--- src/rtl/rlcp_pkg.sv ---
// ----------------------------------------------------------------------------
// rlcp_pkg
// Shared types, key table and divide-by-255 helper for the LED command parser.
// ----------------------------------------------------------------------------
package rlcp_pkg;

  localparam int NKEYS      = 5;
  localparam int KEY_MAX    = 5;
  localparam int PROG_W     = 3;

  // key order: on, r, g, b, bri
  localparam int KEY_ON     = 0;
  localparam int KEY_RED    = 1;
  localparam int KEY_GREEN  = 2;
  localparam int KEY_BLUE   = 3;
  localparam int KEY_BRI    = 4;

  localparam logic [7:0] CH_QUOTE = 8'h22;
  localparam logic [7:0] CH_COLON = 8'h3A;
  localparam logic [7:0] CH_SPACE = 8'h20;
  localparam logic [7:0] CH_ZERO  = 8'h30;
  localparam logic [7:0] CH_NINE  = 8'h39;
  localparam logic [7:0] CH_NUL   = 8'h00;

  localparam logic [7:0] VAL_MAX  = 8'd255;
  localparam logic [6:0] DUTY_MAX = 7'd100;

  // One finished message: parsed values and which of them were present.
  typedef struct packed {
    logic [NKEYS-1:0]      valid;
    logic [NKEYS-1:0][7:0] value;
  } rlcp_rec_t;

  function automatic logic [PROG_W-1:0] key_len(input int k);
    logic [PROG_W-1:0] len;
    case (k)
      KEY_ON:  len = 3'd4;
      KEY_BRI: len = 3'd5;
      default: len = 3'd3;
    endcase
    return len;
  endfunction

  function automatic logic [7:0] key_char(input int k, input logic [PROG_W-1:0] idx);
    logic [7:0] ch;
    ch = CH_QUOTE;
    if (idx == 3'd1) begin
      case (k)
        KEY_ON:    ch = 8'h6F;  // o
        KEY_RED:   ch = 8'h72;  // r
        KEY_GREEN: ch = 8'h67;  // g
        default:   ch = 8'h62;  // b
      endcase
    end else if (idx == 3'd2) begin
      case (k)
        KEY_ON:  ch = 8'h6E;    // n
        KEY_BRI: ch = 8'h72;    // r
        default: ch = CH_QUOTE;
      endcase
    end else if (idx == 3'd3) begin
      ch = (k == KEY_BRI) ? 8'h69 : CH_QUOTE;  // i
    end
    return ch;
  endfunction

  // floor(x / 255), exact for x < 65280
  function automatic logic [7:0] div255(input logic [15:0] x);
    logic [15:0] t;
    t = x + {8'd0, x[15:8]} + 16'd1;
    return t[15:8];
  endfunction

endpackage

--- src/rtl/rgb_led_command_parser_unit.sv ---
// ----------------------------------------------------------------------------
// rgb_led_command_parser_unit
// Scans command messages byte by byte and reports LED settings and duties.
// ----------------------------------------------------------------------------
// Usage:
//   in channel  : one message character per beat (in_byte) with in_last_byte
//                 marking the final character. Bytes are taken one per cycle;
//                 in_stall rises only while two finished messages wait for
//                 the executor.
//   out channel : one beat per message, issued after its last byte: kept
//                 on/red/green/blue/brightness values and three duties.
//   cfg port    : cfg_wr_en writes cfg_wr_data into the invert-duty bit.
//   Path        : the last byte pushes the record into the queue; the
//                 executor pops it, runs MUL, SCALE and DUTY on the shared
//                 multiplier per colour, then loads the output register.
//   Throughput  : one byte per cycle while in_stall is low. The duty
//                 multiplier sets the message rate.
//   Reset       : synchronous, active low; settings go to off with all
//                 levels at 255, scan state clears, queue empties.
//   Stall       : out_stall holds the output beat; the executor finishes the
//                 next message and waits, the queue fills, then in_stall.
// ----------------------------------------------------------------------------
module rgb_led_command_parser_unit (
  input  logic       clk,
  input  logic       rst_n,
  input  logic       cfg_wr_en,
  input  logic       cfg_wr_data,
  input  logic       in_valid,
  output logic       in_stall,
  input  logic [7:0] in_byte,
  input  logic       in_last_byte,
  output logic       out_valid,
  input  logic       out_stall,
  output logic [7:0] out_power_value,
  output logic [7:0] out_red_value,
  output logic [7:0] out_green_value,
  output logic [7:0] out_blue_value,
  output logic [7:0] out_bright_value,
  output logic [6:0] out_red_duty,
  output logic [6:0] out_green_duty,
  output logic [6:0] out_blue_duty
);

  logic                invert_r, invert_nxt;
  logic                q_full, q_push, q_pop, q_valid;
  rlcp_pkg::rlcp_rec_t push_rec, pop_rec;

  // invert bit: write only while the block is idle
  assign invert_nxt = cfg_wr_en ? cfg_wr_data : invert_r;

  always_ff @(posedge clk) begin
    if (!rst_n) begin
      invert_r <= 1'b0;
    end else begin
      invert_r <= invert_nxt;
    end
  end

  // front: key matching on every accepted beat
  rlcp_front u_front (
    .clk          (clk),
    .rst_n        (rst_n),
    .in_valid     (in_valid),
    .in_byte      (in_byte),
    .in_last_byte (in_last_byte),
    .in_stall     (in_stall),
    .q_full       (q_full),
    .q_push       (q_push),
    .q_rec        (push_rec)
  );

  // hold finished messages so scanning and scaling stall apart
  rlcp_queue u_queue (
    .clk       (clk),
    .rst_n     (rst_n),
    .push      (q_push),
    .push_rec  (push_rec),
    .full      (q_full),
    .pop       (q_pop),
    .pop_valid (q_valid),
    .pop_rec   (pop_rec)
  );

  // back: apply settings, compute duties, drive the result beat
  rlcp_back u_back (
    .clk              (clk),
    .rst_n            (rst_n),
    .invert_duty      (invert_r),
    .q_valid          (q_valid),
    .q_rec            (pop_rec),
    .q_pop            (q_pop),
    .out_valid        (out_valid),
    .out_stall        (out_stall),
    .out_power_value  (out_power_value),
    .out_red_value    (out_red_value),
    .out_green_value  (out_green_value),
    .out_blue_value   (out_blue_value),
    .out_bright_value (out_bright_value),
    .out_red_duty     (out_red_duty),
    .out_green_duty   (out_green_duty),
    .out_blue_duty    (out_blue_duty)
  );

endmodule

--- src/rtl/rlcp_front.sv ---
// ----------------------------------------------------------------------------
// rlcp_front
// Byte scanner: five key matchers in parallel, pending values per key.
// ----------------------------------------------------------------------------
module rlcp_front (
  input  logic              clk,
  input  logic              rst_n,
  input  logic              in_valid,
  input  logic [7:0]        in_byte,
  input  logic              in_last_byte,
  output logic              in_stall,
  input  logic              q_full,
  output logic              q_push,
  output rlcp_pkg::rlcp_rec_t q_rec
);

  typedef enum logic [3:0] {
    PH_SEARCH = 4'b0001,
    PH_SKIP   = 4'b0010,
    PH_READ   = 4'b0100,
    PH_DONE   = 4'b1000
  } rlcp_phase_t;

  logic [rlcp_pkg::PROG_W-1:0] prog_r   [rlcp_pkg::NKEYS];
  logic [rlcp_pkg::PROG_W-1:0] prog_nxt [rlcp_pkg::NKEYS];
  logic [rlcp_pkg::PROG_W-1:0] prog_stp [rlcp_pkg::NKEYS];
  rlcp_phase_t                 phase_r   [rlcp_pkg::NKEYS];
  rlcp_phase_t                 phase_nxt [rlcp_pkg::NKEYS];
  rlcp_phase_t                 phase_stp [rlcp_pkg::NKEYS];
  logic [rlcp_pkg::NKEYS-1:0][7:0] pend_r, pend_nxt, pend_stp;
  logic [rlcp_pkg::NKEYS-1:0]      pvld_r, pvld_nxt, pvld_stp;
  logic                        ended_r, ended_nxt, ended_stp;
  logic                        accept;
  logic                        is_digit, is_sep;
  logic [3:0]                  digit;
  logic [11:0]                 acc [rlcp_pkg::NKEYS];

  assign in_stall = q_full;
  assign accept   = in_valid && !q_full;
  assign q_push   = accept && in_last_byte;
  assign is_digit = (in_byte >= rlcp_pkg::CH_ZERO) && (in_byte <= rlcp_pkg::CH_NINE);
  assign is_sep   = (in_byte == rlcp_pkg::CH_QUOTE) || (in_byte == rlcp_pkg::CH_COLON) ||
                    (in_byte == rlcp_pkg::CH_SPACE);
  assign digit    = 4'(in_byte - rlcp_pkg::CH_ZERO);

  always_comb begin
    ended_stp = ended_r;
    pend_stp  = pend_r;
    pvld_stp  = pvld_r;
    for (int k = 0; k < rlcp_pkg::NKEYS; k++) begin
      prog_stp[k]  = prog_r[k];
      phase_stp[k] = phase_r[k];
      acc[k] = {1'b0, pend_r[k], 3'd0} + {3'd0, pend_r[k], 1'b0} + {8'd0, digit};
    end
    if (!ended_r) begin
      if (in_byte == rlcp_pkg::CH_NUL) begin
        ended_stp = 1'b1;
      end else begin
        for (int k = 0; k < rlcp_pkg::NKEYS; k++) begin
          unique case (phase_r[k])
            PH_SEARCH: begin
              if (prog_r[k] < rlcp_pkg::key_len(k) &&
                  in_byte == rlcp_pkg::key_char(k, prog_r[k])) begin
                if (prog_r[k] + 3'd1 >= rlcp_pkg::key_len(k)) begin
                  phase_stp[k] = PH_SKIP;
                  prog_stp[k]  = '0;
                end else begin
                  prog_stp[k] = prog_r[k] + 3'd1;
                end
              end else begin
                prog_stp[k] = (in_byte == rlcp_pkg::CH_QUOTE) ? 3'd1 : 3'd0;
              end
            end
            PH_SKIP: begin
              if (!is_sep) begin
                if (is_digit) begin
                  pend_stp[k]  = {4'd0, digit};
                  pvld_stp[k]  = 1'b1;
                  phase_stp[k] = PH_READ;
                end else begin
                  phase_stp[k] = PH_DONE;
                end
              end
            end
            PH_READ: begin
              if (is_digit) begin
                pend_stp[k] = (acc[k] > 12'd255) ? rlcp_pkg::VAL_MAX : acc[k][7:0];
              end else begin
                phase_stp[k] = PH_DONE;
              end
            end
            PH_DONE: begin
            end
            default: begin
              phase_stp[k] = PH_DONE;
            end
          endcase
        end
      end
    end
  end

  // on an accepted beat clear everything at message end, otherwise take the stepped state
  always_comb begin
    q_rec.value = pend_stp;
    q_rec.valid = pvld_stp;
    ended_nxt = ended_r;
    pend_nxt  = pend_r;
    pvld_nxt  = pvld_r;
    for (int k = 0; k < rlcp_pkg::NKEYS; k++) begin
      prog_nxt[k]  = prog_r[k];
      phase_nxt[k] = phase_r[k];
    end
    if (accept) begin
      if (in_last_byte) begin
        ended_nxt = 1'b0;
        pend_nxt  = '0;
        pvld_nxt  = '0;
        for (int k = 0; k < rlcp_pkg::NKEYS; k++) begin
          prog_nxt[k]  = '0;
          phase_nxt[k] = PH_SEARCH;
        end
      end else begin
        ended_nxt = ended_stp;
        pend_nxt  = pend_stp;
        pvld_nxt  = pvld_stp;
        for (int k = 0; k < rlcp_pkg::NKEYS; k++) begin
          prog_nxt[k]  = prog_stp[k];
          phase_nxt[k] = phase_stp[k];
        end
      end
    end
  end

  always_ff @(posedge clk) begin
    if (!rst_n) begin
      ended_r <= 1'b0;
      pend_r  <= '0;
      pvld_r  <= '0;
      for (int k = 0; k < rlcp_pkg::NKEYS; k++) begin
        prog_r[k]  <= '0;
        phase_r[k] <= PH_SEARCH;
      end
    end else begin
      ended_r <= ended_nxt;
      pend_r  <= pend_nxt;
      pvld_r  <= pvld_nxt;
      for (int k = 0; k < rlcp_pkg::NKEYS; k++) begin
        prog_r[k]  <= prog_nxt[k];
        phase_r[k] <= phase_nxt[k];
      end
    end
  end

  // the on key, while still searching, never carries a pending value
  assert property (@(posedge clk) disable iff (!rst_n)
    (phase_r[rlcp_pkg::KEY_ON] == PH_SEARCH) |-> !pvld_r[rlcp_pkg::KEY_ON])
    else $error("pending value on a key that was never matched");

  // message end clears the scan state
  assert property (@(posedge clk) disable iff (!rst_n)
    q_push |=> (ended_r == 1'b0) && (pvld_r == '0))
    else $error("scan state not cleared at message end");

  // a zero byte ends the scan
  assert property (@(posedge clk) disable iff (!rst_n)
    (accept && !in_last_byte && in_byte == rlcp_pkg::CH_NUL) |=> ended_r)
    else $error("zero byte did not end the scan");

endmodule

--- src/rtl/rlcp_queue.sv ---
// ----------------------------------------------------------------------------
// rlcp_queue
// Two-entry queue of finished message records between scanner and executor.
// ----------------------------------------------------------------------------
module rlcp_queue (
  input  logic                clk,
  input  logic                rst_n,
  input  logic                push,
  input  rlcp_pkg::rlcp_rec_t push_rec,
  output logic                full,
  input  logic                pop,
  output logic                pop_valid,
  output rlcp_pkg::rlcp_rec_t pop_rec
);

  rlcp_pkg::rlcp_rec_t mem_r [2];
  logic       wr_ptr_r, wr_ptr_nxt;
  logic       rd_ptr_r, rd_ptr_nxt;
  logic [1:0] count_r, count_nxt;
  logic       do_pop;

  assign full      = (count_r == 2'd2);
  assign pop_valid = (count_r != 2'd0);
  assign pop_rec   = mem_r[rd_ptr_r];
  assign do_pop    = pop && pop_valid;

  always_comb begin
    wr_ptr_nxt = push ? ~wr_ptr_r : wr_ptr_r;
    rd_ptr_nxt = do_pop ? ~rd_ptr_r : rd_ptr_r;
    count_nxt  = count_r + {1'b0, push} - {1'b0, do_pop};
  end

  always_ff @(posedge clk) begin
    if (push) begin
      mem_r[wr_ptr_r] <= push_rec;
    end
  end

  always_ff @(posedge clk) begin
    if (!rst_n) begin
      wr_ptr_r <= 1'b0;
      rd_ptr_r <= 1'b0;
      count_r  <= '0;
    end else begin
      wr_ptr_r <= wr_ptr_nxt;
      rd_ptr_r <= rd_ptr_nxt;
      count_r  <= count_nxt;
    end
  end

  assert property (@(posedge clk) disable iff (!rst_n) !(push && full))
    else $error("record pushed into a full queue");

  assert property (@(posedge clk) disable iff (!rst_n)
    (count_r == 2'd0) |-> (wr_ptr_r == rd_ptr_r))
    else $error("queue pointers out of step");

  assert property (@(posedge clk) disable iff (!rst_n) count_r != 2'd3)
    else $error("queue count overflow");

endmodule

--- src/rtl/rlcp_back.sv ---
// ----------------------------------------------------------------------------
// rlcp_back
// Executor: applies a message record to the kept settings and works out the
// three duties with one shared multiplier.
// ----------------------------------------------------------------------------
module rlcp_back (
  input  logic                clk,
  input  logic                rst_n,
  input  logic                invert_duty,
  input  logic                q_valid,
  input  rlcp_pkg::rlcp_rec_t q_rec,
  output logic                q_pop,
  output logic                out_valid,
  input  logic                out_stall,
  output logic [7:0]          out_power_value,
  output logic [7:0]          out_red_value,
  output logic [7:0]          out_green_value,
  output logic [7:0]          out_blue_value,
  output logic [7:0]          out_bright_value,
  output logic [6:0]          out_red_duty,
  output logic [6:0]          out_green_duty,
  output logic [6:0]          out_blue_duty
);

  typedef enum logic [4:0] {
    ST_IDLE  = 5'b00001,
    ST_MUL   = 5'b00010,
    ST_SCALE = 5'b00100,
    ST_DUTY  = 5'b01000,
    ST_HOLD  = 5'b10000
  } rlcp_bstate_t;

  localparam logic [1:0] COL_LAST = 2'd2;

  rlcp_bstate_t state_r, state_nxt;
  logic [rlcp_pkg::NKEYS-1:0][7:0] set_r, set_nxt;
  logic [1:0]  col_r, col_nxt;
  logic [15:0] prod_r, prod_nxt;
  logic [14:0] hund_r, hund_nxt;
  logic [2:0][6:0] duty_r, duty_nxt;
  logic [7:0]  colour;
  logic [7:0]  duty_q;
  logic [6:0]  duty_raw, duty_fin;
  logic        load_out;
  logic        out_valid_r, out_valid_nxt;
  logic [rlcp_pkg::NKEYS-1:0][7:0] oval_r;
  logic [2:0][6:0] oduty_r;

  assign q_pop    = (state_r == ST_IDLE) && q_valid;
  assign load_out = (state_r == ST_HOLD) && (!out_valid_r || !out_stall);

  always_comb begin
    case (col_r)
      2'd0:    colour = set_r[rlcp_pkg::KEY_RED];
      2'd1:    colour = set_r[rlcp_pkg::KEY_GREEN];
      default: colour = set_r[rlcp_pkg::KEY_BLUE];
    endcase
    duty_q   = rlcp_pkg::div255({1'b0, hund_r});
    duty_raw = (set_r[rlcp_pkg::KEY_ON] == 8'd0) ? 7'd0 : duty_q[6:0];
    duty_fin = invert_duty ? (rlcp_pkg::DUTY_MAX - duty_raw) : duty_raw;
  end

  always_comb begin
    state_nxt     = state_r;
    set_nxt       = set_r;
    col_nxt       = col_r;
    prod_nxt      = prod_r;
    hund_nxt      = hund_r;
    duty_nxt      = duty_r;
    out_valid_nxt = out_valid_r && out_stall;
    unique case (state_r)
      ST_IDLE: begin
        if (q_valid) begin
          for (int k = 0; k < rlcp_pkg::NKEYS; k++) begin
            if (q_rec.valid[k]) begin
              set_nxt[k] = q_rec.value[k];
            end
          end
          col_nxt   = '0;
          state_nxt = ST_MUL;
        end
      end
      ST_MUL: begin
        prod_nxt  = {8'd0, colour} * {8'd0, set_r[rlcp_pkg::KEY_BRI]};
        state_nxt = ST_SCALE;
      end
      ST_SCALE: begin
        hund_nxt  = {7'd0, rlcp_pkg::div255(prod_r)} * 15'd100;
        state_nxt = ST_DUTY;
      end
      ST_DUTY: begin
        duty_nxt[col_r] = duty_fin;
        if (col_r == COL_LAST) begin
          state_nxt = ST_HOLD;
        end else begin
          col_nxt   = col_r + 2'd1;
          state_nxt = ST_MUL;
        end
      end
      ST_HOLD: begin
        if (load_out) begin
          out_valid_nxt = 1'b1;
          state_nxt     = ST_IDLE;
        end
      end
      default: begin
        state_nxt = ST_IDLE;
      end
    endcase
  end

  always_ff @(posedge clk) begin
    if (!rst_n) begin
      state_r     <= ST_IDLE;
      out_valid_r <= 1'b0;
      col_r       <= '0;
      set_r[rlcp_pkg::KEY_ON]    <= 8'd0;
      set_r[rlcp_pkg::KEY_RED]   <= rlcp_pkg::VAL_MAX;
      set_r[rlcp_pkg::KEY_GREEN] <= rlcp_pkg::VAL_MAX;
      set_r[rlcp_pkg::KEY_BLUE]  <= rlcp_pkg::VAL_MAX;
      set_r[rlcp_pkg::KEY_BRI]   <= rlcp_pkg::VAL_MAX;
    end else begin
      state_r     <= state_nxt;
      out_valid_r <= out_valid_nxt;
      col_r       <= col_nxt;
      set_r       <= set_nxt;
    end
  end

  always_ff @(posedge clk) begin
    prod_r <= prod_nxt;
    hund_r <= hund_nxt;
    duty_r <= duty_nxt;
    if (load_out) begin
      oval_r  <= set_r;
      oduty_r <= duty_r;
    end
  end

  assign out_valid        = out_valid_r;
  assign out_power_value  = oval_r[rlcp_pkg::KEY_ON];
  assign out_red_value    = oval_r[rlcp_pkg::KEY_RED];
  assign out_green_value  = oval_r[rlcp_pkg::KEY_GREEN];
  assign out_blue_value   = oval_r[rlcp_pkg::KEY_BLUE];
  assign out_bright_value = oval_r[rlcp_pkg::KEY_BRI];
  assign out_red_duty     = oduty_r[0];
  assign out_green_duty   = oduty_r[1];
  assign out_blue_duty    = oduty_r[2];

  assert property (@(posedge clk) disable iff (!rst_n)
    q_pop |=> (state_r == ST_MUL) && (col_r == 2'd0))
    else $error("popped record did not start the duty pass");

  assert property (@(posedge clk) disable iff (!rst_n)
    (state_r == ST_DUTY && col_r == COL_LAST) |=> (state_r == ST_HOLD))
    else $error("duty pass did not finish after the third colour");

  assert property (@(posedge clk) disable iff (!rst_n)
    out_valid_r |-> (oduty_r[0] <= rlcp_pkg::DUTY_MAX) && (oduty_r[1] <= rlcp_pkg::DUTY_MAX) &&
                    (oduty_r[2] <= rlcp_pkg::DUTY_MAX))
    else $error("duty above one hundred percent");

endmodule

--- config.mk ---
export PLATFORM = sky130hd
export DESIGN_NAME = rgb_led_command_parser_unit
export DESIGN_NICKNAME = d
export VERILOG_FILES = /design/src/rtl/rlcp_pkg.sv /design/src/rtl/rgb_led_command_parser_unit.sv /design/src/rtl/rlcp_front.sv /design/src/rtl/rlcp_queue.sv /design/src/rtl/rlcp_back.sv
export SDC_FILE = /design/constraint.sdc
export NUM_CORES = 1
export LEC_CHECK = 0
export BUFFER_PORTS_ARGS = -buffer_cell sky130_fd_sc_hd__buf_2
export CORE_AREA = 4 4 243 245
export DETAILED_ROUTE_END_ITERATION = 8
export DIE_AREA = 0 0 247 249
export HOLD_SLACK_MARGIN = 0.12
export PLACE_DENSITY_LB_ADDON = 0.25
export SYNTH_ARGS = -nofsm -noshare
export SYNTH_HDL_FRONTEND = slang
export SYNTH_SLANG_ARGS = --single-unit
--- constraint.sdc ---
create_clock -name clk -period 7.4 [get_ports clk]
set_clock_uncertainty 0.1 [all_clocks]
set_input_delay 1.11 -clock clk [delete_from_list [all_inputs] [get_ports clk]]
set_output_delay 1.11 -clock clk [all_outputs]
set_load 0.01 [all_outputs]
==> summary.txt, run 1 <==
Outcome
  • Outcome: finished, final reports clean

Placement
  • GPL Wtd Cong: 0.831
  • DP HPWL: 35,100 um
  • IO buf count: 77
  • Dpl ws: 1.52 ns

Worst setup path
  • Reg2reg start: u_back.col_r[0]$_SDFFE_PN0P_
  • Flop-to-flop setup slack: 1.48 ns
  • Critical-path top delay cell: fa_1
  • Critical path data required time: 7.58 ns
  • CP top delay family: adder cells
  • Reg-to-Reg End: u_back.prod_r[15]$_DFFE_PP_
  • Critical setup path kind: flip-flop to flip-flop
  • WP buf/inv: 4
  • Startpoint types: flip-flop
  • Critical path endpoint category: flip-flop
  • R2r worst-path depth: 21
  • Crit path launch: u_back.col_r[0]$_SDFFE_PN0P_
  • Worst path cell trace: inv_1 -> ha_1 -> nor2_1 -> nand2_1 -> nand2_1 -> nand2_1 -> fa_1 -> fa_1 -> inv_1 -> fa_1 -> inv_1 -> fa_1 -> inv_1 -> ha_1 -> o21a_1 -> o31a_1 -> o211ai_1 -> nand2_1 -> a41o_1 -> o41ai_1 -> xnor2_1
  • Peak per-stage delay on the critical path: 0.56 ns
  • CP max FO: 10
  • Crit path arrival time: 6.10 ns

Route
  • TritonRoute pass-1 iters: 5
  • Post-route DRC: 0
  • Antenna-violating nets left: 0
  • Post-Route WL: 47,700 um
  • Average routed wire per standard cell: 17.1 um
  • Vias: 14,600
  • DR vias/cell: 5.23
  • Initial DRC Count: 804

Final layout
  • Post-layout util: 39.1%
  • Commonest non-fill, non-tap cell in the layout: nand2_1
  • Synth-to-layout area growth: 12.9%
  • Most frequent cells in the layout: nand2_1, edfxtp_1, ha_1
  • # nets final: 2,234
  • Layout cells sized above 1: 8.83%
  • Diodes inserted: 0

Pwr
  • LEAKAGE: 9.06 nW
  • Tot Pwr: 11.1 mW
  • Power density cells: 498 nW/um^2
  • VDD IR max: 787 uV

Clock tree
  • Worst skew pair latency: 0.56 ns
  • Post-CTS Hold Buffers: 0
  • Number of post-CTS setup repair buffers: 0
  • Post-CTS sizing: 0
  • TritonCTS clock tree: yes
  • CTS buffer count: 39
  • Clk sinks: 336
  • Clock Path Buffers: 3
  • Root buffer cell: clkbuf_16
  • Worst-path clk slew: 0.06 ns
  • H-tree depth: 2

Synthesis
  • Seq/Total Area, Yosys: 44.1%
  • Number of synthesized register bits: 336
  • Count of cell types in the netlist: 77
  • Post-synthesis async set-or-reset flop share: 0%
  • Syn Area/Cell: 10.3 sq um
  • Synthesized net count: 2,163
  • Post-synth top flop: edfxtp_1
  • Mapped cell area: 19,800 sq um
  • EDFF count, synth: 201
  • Mapped Cells: 1,925
  • YS warnings: 0

Floorplanning
  • Rows: 88
  • Core Region: 57,100 sq um
  • Ports: 78
  • Die area: 61,500 sq um
  • DIE HEIGHT: 249 um
  • Initial Util: 34.6%
  • Die width: 247 um

Hold path
  • Hold endpoint: u_back.out_red_duty[4]$_DFFE_PP_
  • Min-delay src: u_back.duty_r[4]$_DFFE_PP_
  • Hold Path Cell Cnt: 0
  • Worst min path class: flip-flop to flip-flop

Global routing
  • First-pass GRT wire length: 77,000 um
  • GRT Resource Usage Total: 15.3%
  • Largest net degree at the start of global routing: 76
  • Initial antenna violation count: 0
  • Vias in the first global route: 14,300
  • Total grt overflow: 0

Timing
  • Slew Viols, Final: 0
  • Final hold vios: 0
  • Rel. slew slack: 40.3%
  • Tmin final: 5.92 ns
  • Period utilisation layout: 80.0%
  • RSZ-0062 raised after global routing: false
  • Worst Max-Slew Pin Slew: 0.893 ns
  • Final WS setup: 1.48 ns
  • Setup violations, final: 0
  • Setup TNS: 0 ns
  • Fmax: 0.169 GHz

Flow run
  • Max_cap viols: 0
-- report_power, final --
group | internal (mW) | switching (mW)
Clock | 1.20 | 0.788
Combinational | 2.79 | 3.62
Sequential | 2.60 | 0.141
-- stage by stage --
step | instances | hold slack [ns] | area (sq um)
detailed placement | 2720 | 0.305 | 21000
global placement | 2720 | 0.301 | 21000
CTS | 2792 | 0.318 | 22300
global route | 2792 | 0.323 | 22300
floorplan | 1925 | 0.300 | 19800
finish | 2792 | 0.317 | 22300
-- registers in the layout, summed over array words and instances (netlist names), 13 cells and up, named ones only --
| signal | count |
|---|---|
| u_back.set_r | 40 |
| u_front.pend_r | 40 |
| u_back.duty_r | 21 |
| u_back.prod_r | 16 |
| u_front.prog_r | 15 |
| u_queue.mem_r | 90 |
| u_back.hund_r | 13 |
| u_front.phase_r | 20 |
-- how the worst max path moves through the flow --
| stage | to | slack (ns) | cells past startpoint |
|---|---|---|---|
| 3_3_place_gp | u_back.prod_r[15]$_DFFE_PP_ | 1.76 | 21 |
| 3_5_place_dp | u_back.prod_r[15]$_DFFE_PP_ | 1.52 | 21 |
| 4_1_cts | u_back.prod_r[15]$_DFFE_PP_ | 1.49 | 21 |
| 2_1_floorplan | u_back.prod_r[15]$_DFFE_PP_ | 2.03 | 22 |
| 6_report | u_back.prod_r[15]$_DFFE_PP_ | 1.48 | 21 |
| 5_1_grt | u_back.prod_r[15]$_DFFE_PP_ | 1.03 | 21 |
-- metal layers --
metal,routed length (um),track usage (%)
met5,0,0
met4,1300,4.96
met3,2090,2.54
met2,22100,24.7
met1,22200,21.1
-- cell type report --
cell class / instances / area (sq um)
clock buffer: 49 / 1050
clock inverter: 23 / 283
fill: 5571 / 34800
inverter: 116 / 435
multi-input combinational: 1410 / 10400
sequential: 336 / 8740
tap: 765 / 957
timing repair buffer: 93 / 505
-- cells in the mapped netlist (10+ instances only) --
library cell	count	area share [%]
nand2_1	236	4.5
edfxtp_1	201	30
ha_1	174	11
dfxtp_1	135	14
nor2_1	126	2.4
inv_1	116	2.2
o21ai_0	116	2.9
and2_1	73	2.3
a21oi_1	58	1.5
mux2i_1	57	2.9
fa_1	49	5.0
xnor2_1	39	1.7
clkbuf_1	38	0.72
nor3_1	38	0.96
nand3_1	34	0.86
a21o_1	27	1.0
xor2_1	27	1.2
a22oi_1	25	0.95
o21a_1	20	0.76
o31ai_1	19	0.72
nand2b_1	18	0.57
o211ai_1	17	0.64
nor2b_1	14	0.44
or3_1	12	0.38
a211oi_1	11	0.42
and3_1	11	0.35
buf_2	11	0.28
nor4_1	11	0.35
o211a_1	11	0.56
o221ai_1	11	0.49
a22o_1	10	0.44
a31oi_1	10	0.32
buf_1	10	0.19
-- cell families (layout without fill, tap and decap cells) --
kind of cell / after synthesis / after routing / synth area share [%]
xor+xnor: 66 / 66 / 2.92
compound gates: 435 / 435 / 15.1
flops: 336 / 336 / 44.1
simple gates: 626 / 626 / 15.3
buf+inv: 179 / 281 / 3.62
mux: 60 / 60 / 3.05
fa+ha+maj: 223 / 223 / 16.0
No activity file was read; power rests on OpenSTA's default activity.
==> inputs of run 2 (changes only) <==
Settings changed: ABC_AREA set to 1, CORE_AREA 4 4 243 245 to 4 4 250 252, DIE_AREA 0 0 247 249 to 0 0 254 256.
Clock period 7.4 ns to 5.9 ns, I/O delays scaled along.
==> summary.txt, run 2 <==
Synthesis
  • Count of cell types in the netlist: 52
  • Mapped cell area: 20,900 sq um
  • Cell accounting for the most synthesized area: edfxtp_1
  • Synth area leaders: edfxtp_1, dfxtp_1, ha_1
  • Mapped Cells: 2,526
  • Top-area cell type share of the netlist area: 28.9%
  • Post-synthesis async set-or-reset flop share: 0%
  • Synth top cells by count: nand2_1, nor2_1, inv_1
  • Syn Area/Cell: 8.28 sq um
  • Most frequent cell after synthesis: nand2_1
  • EDFF count, synth: 201
  • Synthesized net count: 2,764
  • Number of synthesized register bits: 336
  • YS warnings: 0
  • Seq/Total Area, Yosys: 41.8%
  • Post-synth top flop: edfxtp_1

Final layout
  • Most frequent cells in the layout: nand2_1, nor2_1, inv_1
  • Layout cells sized above 1: 7.68%
  • Largest register FFs: 90
  • # nets final: 2,838
  • Largest reg by FF count: u_queue.mem_r
  • Synth-to-layout area growth: 12.0%
  • Commonest non-fill, non-tap cell in the layout: nand2_1
  • Largest regs: u_queue.mem_r x90, u_back.set_r x40, u_front.pend_r x40

Route
  • Average routed wire per standard cell: 15.9 um
  • TritonRoute pass-1 iters: 7
  • Post-Route WL: 54,200 um
  • Post-route DRC: 0
  • Initial DRC Count: 1,080
  • Vias: 17,100
  • Antenna-violating nets left: 0
  • DR vias/cell: 5.01

Clock tree
  • CTS buffer count: 38
  • Clk sinks: 336
  • Number of post-CTS setup repair buffers: 0
  • Post-CTS Hold Buffers: 0
  • H-tree depth: 2
  • TritonCTS clock tree: yes
  • Worst-path clk slew: 0.06 ns
  • Worst skew pair latency: 0.56 ns
  • Root buffer cell: clkbuf_16
  • Post-CTS sizing: 0
  • Clock Path Buffers: 3

Timing
  • Worst Max-Slew Pin Slew: 1.12 ns
  • Setup TNS: 0 ns
  • RSZ-0062 raised after global routing: false
  • Period utilisation layout: 94.9%
  • Slew Viols, Final: 0
  • Fmax: 0.179 GHz
  • Final hold vios: 0
  • Hold_ws: 0.312 ns
  • Setup violations, final: 0
  • Tmin final: 5.60 ns
  • Rel. slew slack: 24.8%

Flow run
  • Max_cap viols: 0

Worst setup path
  • Startpoint types: flip-flop
  • Critical path data required time: 6.11 ns
  • CP top delay family: adder cells
  • CP dominant cell by count: inv_1
  • Worst path cell trace: inv_1 -> ha_1 -> nor2_1 -> a21oi_1 -> nor2_1 -> fa_1 -> inv_1 -> fa_1 -> inv_1 -> fa_1 -> inv_1 -> fa_1 -> inv_1 -> ha_1 -> nand2_1 -> nor2_1 -> a21o_1 -> a31oi_1 -> xnor2_1
  • Peak per-stage delay on the critical path: 0.69 ns
  • WP buf/inv: 5
  • Crit path arrival time: 5.81 ns
  • Critical path endpoint category: flip-flop
  • CP max FO: 10
  • Critical-path top delay cell: a21oi_1
  • Critical setup path kind: flip-flop to flip-flop

Outcome
  • Outcome: finished, final reports clean

Placement
  • IO buf count: 77
  • DP HPWL: 39,500 um
  • GPL Wtd Cong: 0.853

Floorplanning
  • Die width: 254 um
  • DIE HEIGHT: 256 um
  • Rows: 90
  • Initial Util: 34.8%
  • Core Region: 60,100 sq um
  • Die area: 65,000 sq um
  • Ports: 78

Global routing
  • Total grt overflow: 0
  • GRT Resource Usage Total: 16.6%
  • Largest net degree at the start of global routing: 56
  • Vias in the first global route: 16,800
  • First-pass GRT wire length: 88,300 um
  • Initial antenna violation count: 2

Hold path
  • Worst min path class: flip-flop to flip-flop
==> run 2: cell types whose count changed after synthesis, sizes merged, moves of 57 or more <==
cell | before | now
a21oi | 59 | 174
and2 | 73 | 0
inv | 116 | 316
mux2i | 57 | 0
nand2 | 236 | 576
nand3 | 34 | 185
nor2 | 126 | 330
==> run 2: layout make-up <==
| cell class | instances | area [sq um] |
|---|---|---|
| Antenna cell | 3 | 7.51 |
| Sequential cell | 336 | 8740 |
| Clock buffer | 48 | 1020 |
| Inverter | 316 | 1190 |
| Fill cell | 6035 | 36700 |
| Timing Repair Buffer | 94 | 513 |
| Tap cell | 782 | 978 |
| Multi-Input combinational cell | 1814 | 10700 |
| Clock inverter | 21 | 229 |
==> run 2: logic make-up after synthesis <==
logic type	synth area share (%)
and+or+nand+nor	23.1
xor gates and xnor gates	1.84
buffers and inverters	7.00
AOI/OAI and AO/OA	11.2
DFF	41.8
adders and majority gates	15.1
==> run 2: worst paths after layout <==
kind / start / endpoint / slack (ns) / cells after the start
max: u_back.col_r[0]$_SDFFE_PN0P_ / u_back.prod_r[13]$_DFFE_PP_ / 0.30 / 19
min: u_back.duty_r[12]$_DFFE_PP_ / u_back.out_green_duty[5]$_DFFE_PP_ / 0.31 / 0
max reg2reg: u_back.col_r[0]$_SDFFE_PN0P_ / u_back.prod_r[13]$_DFFE_PP_ / 0.30 / 19
min reg2reg: u_back.duty_r[12]$_DFFE_PP_ / u_back.out_green_duty[5]$_DFFE_PP_ / 0.31 / 0
==> run 2: layer usage <==
metal	GRT usage, %	up-vias	routed length, um
met1	21.7	8117	24300
met5	0	-	0
li1	-	8604	-
met3	2.71	68	2450
met2	28.5	324	26200
met4	4.42	0	1210
==> run 2: stage by stage <==
| stage | area (sq um) | utilization [%] | std cells | setup slack, ns |
|---|---|---|---|---|
| after global placement | 22200 | 36.8 | 3342 | 0.488 |
| after CTS | 23400 | 38.9 | 3411 | 0.362 |
| after floorplan | 20900 | - | 2526 | 0.893 |
| final | 23400 | 38.9 | 3414 | 0.298 |
| after global routing | 23400 | 38.9 | 3411 | 0.0294 |
| after detailed placement | 22200 | 36.8 | 3342 | 0.363 |
Power of run 2 is not shown: default switching activity piles up to over one toggle a cycle in this logic, so the estimate is an artifact.
==> inputs of run 3 (changes only) <==
--- a/config.mk
+++ b/config.mk
@@ -12,4 +12,6 @@
 export DIE_AREA = 0 0 254 256
+export GPL_ROUTABILITY_DRIVEN = 0
 export HOLD_SLACK_MARGIN = 0.12
 export PLACE_DENSITY_LB_ADDON = 0.25
+export SKIP_CTS_REPAIR_TIMING = 1
 export SYNTH_ARGS = -nofsm -noshare
==> constraint.sdc (replaced) <==
create_clock -name clk -period 5.9 [get_ports clk]
set_clock_uncertainty 0.1 [all_clocks]
set_input_delay 0.59 -clock clk [delete_from_list [all_inputs] [get_ports clk]]
set_output_delay 0.59 -clock clk [all_outputs]
set_load 0.01 [all_outputs]
==> summary.txt, run 3 (same netlist as run 2, synthesis figures left out) <==
Flow run
  • Max_cap viols: 0

Placement
  • DP HPWL: 39,100 um
  • IO buf count: 77

Timing
  • Setup violations, final: 0
  • Setup TNS: 0 ns
  • RSZ-0062 raised after global routing: false
  • Period utilisation layout: 92.5%
  • Rel. slew slack: 24.1%
  • Fmax: 0.183 GHz
  • Tmin final: 5.46 ns
  • Worst Max-Slew Pin Slew: 1.13 ns
  • Slew Viols, Final: 0
  • Final hold vios: 0

Final layout
  • Synth-to-layout area growth: 11.7%
  • Largest register FFs: 90
  • Post-layout util: 38.8%
  • Most frequent cells in the layout: nand2_1, nor2_1, inv_1
  • Commonest non-fill, non-tap cell in the layout: nand2_1
  • Register Area: 8740 sq um
  • Multi-input gate area: 10,700 sq um
  • Largest regs: u_queue.mem_r x90, u_back.set_r x40, u_front.pend_r x40
  • Layout cells sized above 1: 7.77%
  • Largest reg by FF count: u_queue.mem_r
  • Fill cell count: 6,102
  • Diodes inserted: 0
  • # nets final: 2,835

Floorplanning
  • Die width: 254 um
  • Core Region: 60,100 sq um
  • Ports: 78
  • Die area: 65,000 sq um
  • DIE HEIGHT: 256 um
  • Initial Util: 34.8%
  • Rows: 90

Hold path
  • Worst min path class: input pin to flip-flop
  • Hold Path Cell Cnt: 3
  • Min-delay src: cfg_wr_data
  • Hold endpoint: invert_r$_SDFFE_PN0P_

Clock tree
  • CTS buffer count: 38
  • Clk sinks: 336
  • TritonCTS clock tree: yes
  • Worst-path clk slew: 0.06 ns
  • Worst skew pair latency: 0.56 ns
  • Clock Path Buffers: 3
  • Root buffer cell: clkbuf_16
  • H-tree depth: 2

Worst setup path
  • CP dominant cell by count: inv_1
  • Startpoint types: flip-flop
  • Worst path cell trace: inv_1 -> ha_1 -> nor2_1 -> a21oi_1 -> nor2_1 -> fa_1 -> inv_1 -> fa_1 -> inv_1 -> fa_1 -> inv_1 -> fa_1 -> inv_1 -> ha_1 -> a21oi_1 -> o21ai_0 -> nand3_1 -> nand2_1 -> xor2_1
  • Crit path arrival time: 5.67 ns
  • Peak per-stage delay on the critical path: 0.63 ns
  • Critical setup path kind: flip-flop to flip-flop
  • Critical-path top delay cell: a21oi_1
  • Reg2reg start: u_back.col_r[0]$_SDFFE_PN0P_
  • CP max FO: 10
  • Crit path launch: u_back.col_r[0]$_SDFFE_PN0P_
  • R2r worst-path depth: 19
  • WP buf/inv: 5
  • CP top delay family: adder cells
  • Reg-to-Reg End: u_back.prod_r[12]$_DFFE_PP_
  • Critical path endpoint category: flip-flop
  • Flop-to-flop setup slack: 0.44 ns
  • Critical path data required time: 6.11 ns

Global routing
  • Largest net degree at the start of global routing: 62
  • Met3 GRT Util: 2.36%
  • First-pass GRT wire length: 86,700 um
  • GRT Resource Usage Total: 16.3%
  • Total grt overflow: 0
  • Vias in the first global route: 16,600
  • M1 GR Usage: 21.1%
  • Initial antenna violation count: 1
  • GR Util met2: 28.1%
  • Most used routing layer: met2

Route
  • Post-route DRC: 0
  • DR vias/cell: 5.03
  • TritonRoute pass-1 iters: 7
  • Initial DRC Count: 1,182
  • Vias: 17,200
  • Average routed wire per standard cell: 15.7 um
  • Post-Route WL: 53,600 um
  • Antenna-violating nets left: 0

Outcome
  • Outcome: finished, final reports clean
[run 3: cell count changes in the layout (fill, tap and decap cells not counted), moves of 3 or more]
cell       change
buf_4          -3
bufinv_16      -3
clkbuf_8       +4
clkinv_1       -5
clkinv_2       +4
diode_2        -3
inv_6          -3
[run 3: worst max path at each step]
stage	to	slack, ns	cells past startpoint
CTS	u_back.prod_r[12]$_DFFE_PP_	0.49	19
global route	u_back.prod_r[12]$_DFFE_PP_	0.1	19
finish	u_back.prod_r[12]$_DFFE_PP_	0.44	19
global placement	u_back.prod_r[12]$_DFFE_PP_	0.57	19
floorplan	u_back.prod_r[12]$_DFFE_PP_	0.89	20
detailed placement	u_back.prod_r[12]$_DFFE_PP_	0.48	19
[run 3: cell type report]
| cell class | count | area share (%) |
|---|---|---|
| inverter | 316 | 5.08 |
| clock buffer | 53 | 4.62 |
| tap | 782 | 4.19 |
| multi-input combinational | 1814 | 46.0 |
| sequential | 336 | 37.4 |
| clock inverter | 17 | 0.595 |
| timing repair buffer | 91 | 2.10 |
[run 3: worst register-to-register path: stages (launching register included)]
cell     delay [ns]
dfxtp_1        0.31
inv_1          0.11
ha_1           0.36
nor2_1         0.20
a21oi_1        0.63
nor2_1         0.14
fa_1           0.56
inv_1          0.05
fa_1           0.48
inv_1          0.06
fa_1           0.52
inv_1          0.05
fa_1           0.53
inv_1          0.05
ha_1           0.35
a21oi_1        0.25
o21ai_0        0.18
nand3_1        0.10
nand2_1        0.06
xor2_1         0.14
[run 3: metal layers]
layer | vias up | part of all wire [%]
met5 | - | 0
met2 | 375 | 48
li1 | 8602 | -
met3 | 90 | 4.2
met4 | 0 | 2.9
met1 | 8086 | 45
[run 3: stage by stage]
step           area, sq um  hold WS (ns)  instances  setup WS, ns
2_1_floorplan        20900         0.300       2526         0.893
3_3_place_gp         22100         0.301       3339         0.572
3_5_place_dp         22100         0.305       3339         0.475
4_1_cts              23400         0.152       3409         0.488
5_1_grt              23400         0.184       3409        0.0975
6_report             23400         0.183       3409         0.441
Power of run 3 is left out for the same reason.
